<file path="src/rtl/core/ffha_pkg.sv">
package ffha_pkg;

    localparam int HEAP_BYTES    = 32768;
    localparam int MAX_BLOCKS    = 256;
    localparam int POINTER_BYTES = 8;

    localparam int LINK_W = $clog2(HEAP_BYTES);
    localparam int IDX_W  = $clog2(MAX_BLOCKS);
    localparam int CNT_W  = $clog2(MAX_BLOCKS + 1);
    localparam int CALC_W = LINK_W + 3;
    localparam int ADDR_W = 15;
    localparam int SIZE_W = 16;

    localparam logic FUNC_ALLOC = 1'b0;
    localparam logic FUNC_FREE  = 1'b1;

    typedef struct packed {
        logic              free;
        logic [LINK_W-1:0] link;
    } entry_t;

    typedef struct packed {
        logic              fit;
        logic              split;
        logic [LINK_W-1:0] new_link;
    } fit_t;

endpackage

</file>
<file path="src/rtl/core/ffha_fit.sv">
module ffha_fit (
    input  logic [ffha_pkg::LINK_W-1:0] cur_link,
    input  logic                        cur_free,
    input  logic [ffha_pkg::LINK_W-1:0] next_link,
    input  logic                        has_next,
    input  logic                        room,
    input  logic [ffha_pkg::SIZE_W-1:0] req,
    output ffha_pkg::fit_t              result
);
    import ffha_pkg::*;

    logic [CALC_W-1:0] link_w;
    logic [CALC_W-1:0] next_w;
    logic [CALC_W-1:0] req_w;
    logic [CALC_W-1:0] used_last;
    logic [CALC_W-1:0] used_inner;
    logic [CALC_W-1:0] size;
    logic [CALC_W-1:0] need;
    logic [CALC_W-1:0] split_link;

    always_comb
    begin
        link_w     = CALC_W'(cur_link);
        next_w     = CALC_W'(next_link);
        req_w      = CALC_W'(req);
        used_last  = link_w + CALC_W'(POINTER_BYTES);
        used_inner = link_w + CALC_W'(POINTER_BYTES + 1);
        need       = req_w + CALC_W'(POINTER_BYTES + 1);
        split_link = link_w + need;
        if (has_next)
        begin
            size = (next_w >= used_inner) ? (next_w - used_inner) : '0;
        end
        else
        begin
            size = (CALC_W'(HEAP_BYTES) >= used_last) ? (CALC_W'(HEAP_BYTES) - used_last) : '0;
        end
        result.fit      = cur_free && (req_w != '0) && (size >= req_w);
        result.split    = (size > need) && room && (split_link < CALC_W'(HEAP_BYTES));
        result.new_link = split_link[LINK_W-1:0];
    end

endmodule

</file>
<file path="config.mk">
export PLATFORM = sky130hd
export DESIGN_NAME = ffha_fit
export DESIGN_NICKNAME = d
export VERILOG_FILES = /design/src/rtl/core/ffha_pkg.sv /design/src/rtl/core/ffha_fit.sv
export SDC_FILE = /design/constraint.sdc
export NUM_CORES = 1
export LEC_CHECK = 0
export ABC_CLOCK_PERIOD_IN_PS = 11600
export BUFFER_PORTS_ARGS = -buffer_cell sky130_fd_sc_hd__buf_2
export CAP_MARGIN = 0
export CORE_ASPECT_RATIO = 0.75
export CORE_MARGIN = 2
export CORE_UTILIZATION = 65
export DETAILED_ROUTE_END_ITERATION = 12
export PLACE_DENSITY = 0.91
export SYNTH_ARGS = -nofsm -noshare
export SYNTH_HDL_FRONTEND = slang
export SYNTH_SLANG_ARGS = --single-unit
</file>
<file path="constraint.sdc">
create_clock -name vclk -period 11.6
set_clock_uncertainty 0.2 [all_clocks]
set_input_delay 1.16 -clock vclk [all_inputs]
set_output_delay 1.16 -clock vclk [all_outputs]
set_load 0.03 [all_outputs]
</file>
==> impl_metrics.yaml, run 1 <==
drt:
  avgViaCountPerCell: 6.49
  first_iter_violations: 454
  ant_nets: 0
  first_pass_iters: 6
  num_vias: 4149
  wl_um: 10800
  wl_per_cell_um: 16.9
  drcViolationCount: 0
power_and_ir_drop:
  p_leak_nw: 1.89
  finalPower_w: 0.000250
  irDropWorstVdd_uv: 74.5
  combPwrFrac: 1.000
  switchingPower_w: 0.000154
  p_seq_frac: 0
  switching_share: 0.615
  internal_power_w: 0.0000961
  power.density_nw_per_um2: 62.1
  clock_power_share: 0
floorplanning:
  die_y_um: 69.2
  dieArea_um2: 6300
  start_util: 0.682
  io-pin-count: 66
  row_count: 23
  die_width_um: 91.0
  core_area_um2: 5410
yosys:
  synthesis.nets: 632
  yosysTopAreaCellShare: 0.234
  synth_warnings: 0
  synthCells: 512
  synth_area_um2: 3690
  yosysSeqAreaShare: 0
  synth_cell_types: 63
  synthTopCellsByArea: "ha_1 (23%), xnor2_1 (11%), xor2_1 (5.0%)"
  synth_area_per_cell_um2: 7.20
  synth_top_area_cell: "ha_1"
finish:
  nets: 686
  clkbuf_count: 0
  multiInputGateArea_um2: 3440
  design.seq.count: 0
  final_common_cell: "ha_1"
  seqCellArea_um2: 0
  fillers: 467
  finish.utilization: 0.743
  area.growth.synth_to_final_pct: 9.06
  diodes: 0
  drive_above_1_share: 0.156
  most-common-layout-cells: "ha_1 (69), buf_2 (66), xnor2_1 (45), inv_1 (41), nand2_1 (39)"
critical_path:
  critPathTopFamily: "compound AO/OA/AOI/OAI gates"
  crit_chain: "buf_2 > ha_1 > a41oi_1 > nor2b_1 > nand3_1 > nor2_1 > xnor2_1 > ha_1 > and3_1 > a221oi_1 > a21boi_0 > xor2_1 > nor2_1 > a41o_1 > ha_1 > a21o_1 > a2111oi_0 > o21ai_0 > o21ai_0 > o311a_1 > nor4b_1 > buf_2"
  cp_slowest_cell: "a2111oi_0"
  cp_max_fo: 10
  cp_num_buf_inv: 2
  required_ns: 10.24
  critPathCaptureType: "primary output"
  crit_top_cell: "ha_1"
  critPathMaxStageDelay_ns: 0.57
  arrival_ns: 6.33
  crit_type: "input pin to primary output"
  startpoint_type: "input pin"
clock_network:
  cts_hold_buf: 0
  cts_setup_buffers: 0
  cts_resized: 0
placement:
  hpwl_um: 9050
  place_ws_ns: 4.16
  gp_congestion: 1.00
  port_buffers: 66
sta:
  period_share: 0.663
  rsz0062_at_grt: "no"
  setup_viol: 0
  max_slew.worst_pin.slew_ns: 0.919
  drv_slew: 0
  whs_ns: 2.51
  final.setup.tns_ns: 0
  relSlewSlack: 0.378
  fmax_ghz: 0.130
  fin_crit_ns: 7.69
  fin_ws_ns: 3.91
  hold_viol: 0
grt:
  overflow: 0
  grt_max_degree: 18
  grt_pass1_wl_um: 17300
  antenna_found_initial: 0
  track_usage: 0.324
  grt_pass1_vias: 3601
run_status:
  outcome: "completed"
hold_path:
  hp-class: "input pin to primary output"
flow_run:
  cap_violations: 0
==> layout make-up <==
cell class / instances / share of cell area
timing repair buffer: 67 / 0.0840
multi-input combinational: 456 / 0.854
inverter: 41 / 0.0383
tap: 75 / 0.0233
==> synthesized netlist by cell type (4+ instances only) <==
library cell,instances
a211o_1,4
a211oi_1,4
a21boi_0,4
a21o_1,15
a21oi_1,31
a31oi_1,6
and2_1,5
and3_1,9
buf_2,6
ha_1,69
inv_1,41
nand2_1,39
nand2b_1,5
nand3_1,21
nand4_1,10
nor2_1,37
nor2b_1,5
nor3_1,14
nor4_1,4
o211ai_1,6
o21a_1,6
o21ai_0,24
o21bai_1,5
o22ai_1,12
o22ai_2,7
or3_1,4
xnor2_1,45
xor2_1,21
==> tightest hold or removal path, delay by kind of cell <==
kind	cells	cell delay, ns
buf+inv	2	0.26
simple gates	1	0.07
compound gates	1	0.06
==> stage by stage <==
stage | instances | area (um2)
6_report | 639 | 4020
5_1_grt | 639 | 4020
4_1_cts | 639 | 4020
3_5_place_dp | 639 | 4020
3_3_place_gp | 639 | 4020
2_1_floorplan | 512 | 3690
==> kinds of logic (layout without fill, tap and decap cells) <==
family                   Yosys count  in the layout  synth area share
XOR/XNOR                          66             66             0.157
AND/OR/NAND/NOR                  169            169             0.237
AO/OA/AOI/OAI                    149            149             0.290
buffers and inverters             56            108            0.0682
adder cells (fa/ha/maj)           71             71             0.245
multiplexers                       1              1           0.00271
==> worst paths after layout <==
path,startpoint,end,slack [ns],cells after the start
hold / removal,cur_free,result[16],2.51,4
setup / recovery,cur_link[3],result[15],3.91,22
==> routing by layer <==
metal / track usage / wire (um) / vias to the layer above
met5: 0 / 0 / -
li1: - / - / 2001
met3: 0.0304 / 1100 / 12
met2: 0.514 / 4690 / 217
met1: 0.489 / 4930 / 1919
met4: 0.0320 / 81 / 0
==> power groups by stage <==
| stage | logic (W) | registers, W | clock network (W) |
|---|---|---|---|
| after global routing | 0.000272 | 0 | 0 |
| after floorplan | 0.000182 | 0 | 0 |
| after global placement | 0.000237 | 0 | 0 |
| after CTS | 0.000245 | 0 | 0 |
| after detailed placement | 0.000243 | 0 | 0 |
| final | 0.000250 | 0 | 0 |
No activity file was read; power rests on OpenSTA's default activity.
==> run 2: changes to the inputs <==
--- a/config.mk
+++ b/config.mk
@@ -5,14 +5,14 @@
 export SDC_FILE = /design/constraint.sdc
 export NUM_CORES = 1
 export LEC_CHECK = 0
-export ABC_CLOCK_PERIOD_IN_PS = 11600
+export ABC_CLOCK_PERIOD_IN_PS = 6500
 export BUFFER_PORTS_ARGS = -buffer_cell sky130_fd_sc_hd__buf_2
 export CAP_MARGIN = 0
 export CORE_ASPECT_RATIO = 0.75
 export CORE_MARGIN = 2
-export CORE_UTILIZATION = 65
+export CORE_UTILIZATION = 54
 export DETAILED_ROUTE_END_ITERATION = 12
-export PLACE_DENSITY = 0.91
+export PLACE_DENSITY = 0.81
 export SYNTH_ARGS = -nofsm -noshare
 export SYNTH_HDL_FRONTEND = slang
 export SYNTH_SLANG_ARGS = --single-unit
==> constraint.sdc (replaced) <==
create_clock -name vclk -period 6.5
set_clock_uncertainty 0.2 [all_clocks]
set_input_delay 0.65 -clock vclk [all_inputs]
set_output_delay 0.65 -clock vclk [all_outputs]
set_load 0.03 [all_outputs]
==> impl_metrics.yaml, run 2 (synthesis gave the netlist of run 1 again) <==
sta:
  max_slew.worst_pin.slew_ns: 0.751
  fin_crit_ns: 6.18
  relSlewSlack: 0.493
  period_share: 0.951
  hold_viol: 0
  drv_slew: 0
  fmax_ghz: 0.162
  setup_viol: 0
drt:
  drcViolationCount: 0
  ant_nets: 0
  num_vias: 4051
  first_iter_violations: 266
  wl_per_cell_um: 16.8
  wl_um: 10900
  first_pass_iters: 5
  avgViaCountPerCell: 6.25
finish:
  fillers: 655
  drive_above_1_share: 0.167
  clkbuf_count: 0
  most-common-layout-cells: "ha_1 (68), buf_2 (66), xnor2_1 (45), inv_1 (41), nand2_1 (39)"
  area.growth.synth_to_final_pct: 10.4
  nets: 686
  diodes: 0
  design.seq.count: 0
  seqCellArea_um2: 0
  finish.utilization: 0.607
  final_common_cell: "ha_1"
critical_path:
  cp_max_fo: 10
  startpoint_type: "input pin"
  crit_type: "input pin to primary output"
  cp_slowest_cell: "a221oi_1"
  required_ns: 5.65
  critPathMaxStageDelay_ns: 0.37
  crit_chain: "buf_2 > inv_1 > ha_1 > a41oi_2 > nor2b_2 > nand3_1 > nor2_1 > xnor2_1 > ha_1 > and3_1 > a221oi_1 > a21boi_1 > xor2_1 > nor2_1 > a41o_1 > ha_1 > and3_1 > nand4_1 > a31oi_2 > o21ai_0 > o311a_1 > nor4b_1 > buf_2"
  cp_num_buf_inv: 3
  cp.depth: 23
  critPathTopFamily: "compound AO/OA/AOI/OAI gates"
  critPathCaptureType: "primary output"
  arrival_ns: 5.33
  crit_top_cell: "ha_1"
placement:
  hpwl_um: 9150
  port_buffers: 66
  gp_congestion: 0.965
grt:
  grtUsageMet2: 0.473
  grtUsageMet1: 0.413
  track_usage: 0.282
  grt_pass1_vias: 3585
  use_met3: 0.0239
  top_usage_layer: "met2"
  grt_max_degree: 18
  overflow: 0
  grt_pass1_wl_um: 17400
  antenna_found_initial: 0
power_and_ir_drop:
  p_leak_nw: 1.89
  finalPower_w: 0.000448
  irDropWorstVdd_uv: 87.5
  power.density_nw_per_um2: 110
hold_path:
  hp-class: "input pin to primary output"
  hold_start: "room"
  min_path_cells: 4
  whs_endpoint: "result[15]"
clock_network:
  cts_setup_buffers: 0
  cts_resized: 0
  cts_hold_buf: 0
floorplanning:
  die_width_um: 99.4
  row_count: 26
  start_util: 0.550
  die_y_um: 75.6
  dieArea_um2: 7510
  core_area_um2: 6700
  io-pin-count: 66
flow_run:
  cap_violations: 0
run_status:
  outcome: "completed"
[run 2: cell counts in the layout (fill, tap and decap cells not counted)]
No cell type changed its count.
[run 2: stage by stage]
step | hold slack [ns] | TNS [ns] | cells | setup WS, ns | area [um2]
5_1_grt | 1.53 | -0.0111 | 648 | -0.0111 | 4070
4_1_cts | 1.50 | 0 | 648 | 0.143 | 4030
2_1_floorplan | 1.26 | 0 | 512 | 0.481 | 3690
6_report | 1.51 | 0 | 648 | 0.320 | 4070
3_3_place_gp | 1.49 | 0 | 648 | 0.215 | 4030
3_5_place_dp | 1.50 | 0 | 648 | 0.167 | 4030
[run 2: metal layers]
layer	vias up	part of all wire
met1	1879	0.48
li1	2005	-
met2	161	0.44
met3	6	0.075
met5	-	0
met4	0	0.0071
[run 2: layout make-up]
class / count / area [um2] / share of cell area
timing repair buffer: 67 / 338 / 0.0830
inverter: 41 / 154 / 0.0378
multi-input combinational: 456 / 3470 / 0.853
tap: 84 / 105 / 0.0258
[run 2: worst max-delay path by stage]
stage	startpoint	end	slack (ns)
6_report	cur_link[3]	result[15]	0.32
5_1_grt	cur_link[3]	result[15]	-0.01
4_1_cts	cur_link[3]	result[15]	0.14
3_5_place_dp	cur_link[3]	result[15]	0.17
3_3_place_gp	cur_link[3]	result[15]	0.22
2_1_floorplan	cur_link[3]	result[15]	0.48
[run 2: power by group]
part | internal [W] | switching [W] | total (W) | leakage (nW)
combinational | 0.000173 | 0.000275 | 0.000448 | 1.89
clock | 0 | 0 | 0 | 0
sequential | 0 | 0 | 0 | 0
total | 0.000173 | 0.000275 | 0.000448 | 1.89
==> run 3: changes to the inputs <==
--- a/config.mk
+++ b/config.mk
@@ -9,7 +9,6 @@
 export BUFFER_PORTS_ARGS = -buffer_cell sky130_fd_sc_hd__buf_2
 export CAP_MARGIN = 0
 export CORE_ASPECT_RATIO = 0.75
-export CORE_MARGIN = 2
 export CORE_UTILIZATION = 54
 export DETAILED_ROUTE_END_ITERATION = 12
 export PLACE_DENSITY = 0.81
==> impl_metrics.yaml, run 3 (synthesis gave the netlist of run 1 again) <==
run_status:
  outcome: "completed"
grt:
  overflow: 0
  grt_pass1_wl_um: 17300
  grt_pass1_vias: 3573
  grt_max_degree: 18
  antenna_found_initial: 0
  track_usage: 0.293
drt:
  ant_nets: 0
  avgViaCountPerCell: 6.25
  wl_um: 10700
  drcViolationCount: 0
  wl_per_cell_um: 16.6
  first_iter_violations: 283
  num_vias: 4031
  first_pass_iters: 5
sta:
  drv_slew: 0
  hold_viol: 0
  setup_viol: 0
  period_share: 0.951
  fin_crit_ns: 6.18
  final.setup.tns_ns: 0
  rsz0062_at_grt: "no"
  relSlewSlack: 0.475
  fmax_ghz: 0.162
  max_slew.worst_pin.slew_ns: 0.777
  fin_ws_ns: 0.319
finish:
  seqCellArea_um2: 0
  nets: 686
  final_common_cell: "ha_1"
  fillers: 631
  final_area_um2: 4040
  clkbuf_count: 0
  drive_above_1_share: 0.160
  most-common-layout-cells: "ha_1 (68), buf_2 (66), xnor2_1 (45), inv_1 (41), nand2_1 (39)"
  fin_cells: 645
  design.seq.count: 0
  multiInputGateArea_um2: 3440
  diodes: 0
  area.growth.synth_to_final_pct: 9.43
flow_run:
  cap_violations: 0
critical_path:
  required_ns: 5.65
  startpoint_type: "input pin"
  arrival_ns: 5.33
  cp_max_fo: 17
  critPathCaptureType: "primary output"
  crit_type: "input pin to primary output"
hold_path:
  hp-class: "input pin to primary output"
  whs_endpoint: "result[16]"
  hold_start: "cur_free"
  min_path_cells: 4
power_and_ir_drop:
  irDropWorstVdd_uv: 90.7
  clock_power_share: 0
  power.density_nw_per_um2: 110
  p_leak_nw: 1.89
  switching_share: 0.613
  internal_power_w: 0.000172
  p_seq_frac: 0
  combPwrFrac: 1.000
  switchingPower_w: 0.000272
floorplanning:
  row_count: 25
  die_y_um: 73.6
  io-pin-count: 66
  die_width_um: 97.4
  core_area_um2: 6440
  start_util: 0.572
  dieArea_um2: 7170
placement:
  place_area_um2: 4030
  place_ws_ns: 0.215
  gp_congestion: 0.956
  hpwl_um: 9120
  port_buffers: 66
  dp.cells: 645
clock_network:
  cts_setup_buffers: 0
-- run 3: cell counts in the layout (fill, tap and decap cells not counted) --
Identical to the previous run, type by type.
-- run 3: layout make-up --
| cell class | count | area share |
|---|---|---|
| tap | 81 | 0.0251 |
| timing repair buffer | 67 | 0.0837 |
| multi-input combinational | 456 | 0.853 |
| inverter | 41 | 0.0381 |
-- run 3: repair_timing --
action | 4_1_cts | 5_1_grt
endpoints found under the setup margin | 0 | 2
gates resized for setup | 0 | 3
endpoints found under the hold margin | 0 | 0
hold buffers | 0 | 0
-- run 3: worst max-delay path, stage by stage --
cell and delay, ns:
buf_2 0.17, ha_1 0.22, a21oi_1 0.11, nor2_1 0.28
nand2_1 0.16, xor2_1 0.17, ha_1 0.35, a21o_1 0.21
a21o_1 0.17, a21oi_1 0.18, nand2_1 0.11, o311ai_2 0.22
buf_4 0.31, nor2_1 0.10, a41o_1 0.23, ha_1 0.29
and3_1 0.21, nand4_1 0.16, a31oi_1 0.21, o21ai_0 0.13
o311a_1 0.12, nor4b_1 0.30, buf_2 0.25
-- run 3: metrics by stage --
stage	hold WS (ns)	util	power [W]
floorplan	1.26	-	0.000325
global placement	1.50	0.625	0.000425
detailed placement	1.50	0.625	0.000435
CTS	1.50	0.625	0.000438
global route	1.52	0.626	0.000484
finish	1.50	0.626	0.000444
-- run 3: how the worst max path moves through the flow --
stage / cells after the start / slack, ns / end / startpoint
after detailed placement: 22 / 0.22 / result[15] / cur_link[3]
after CTS: 22 / 0.18 / result[15] / cur_link[3]
after floorplan: 23 / 0.48 / result[15] / cur_link[3]
final: 23 / 0.32 / result[15] / cur_link[1]
after global placement: 22 / 0.19 / result[15] / cur_link[3]
after global routing: 23 / 0.04 / result[15] / cur_link[1]
-- run 3: power by group through the flow --
stage / sequential [W] / combinational [W] / clock, W
global route: 0 / 0.000483 / 0
floorplan: 0 / 0.000325 / 0
global placement: 0 / 0.000425 / 0
detailed placement: 0 / 0.000435 / 0
CTS: 0 / 0.000438 / 0
finish: 0 / 0.000444 / 0
-- run 3: metal layers --
layer / vias to the layer above / routed length, um / part of all wire / global-route usage
met4: 0 / 0 / 0 / 0.00490
met2: 147 / 4740 / 0.44 / 0.483
met5: - / 0 / 0 / 0
met1: 1879 / 5200 / 0.48 / 0.437
li1: 2005 / - / - / -
met3: 0 / 792 / 0.074 / 0.0285
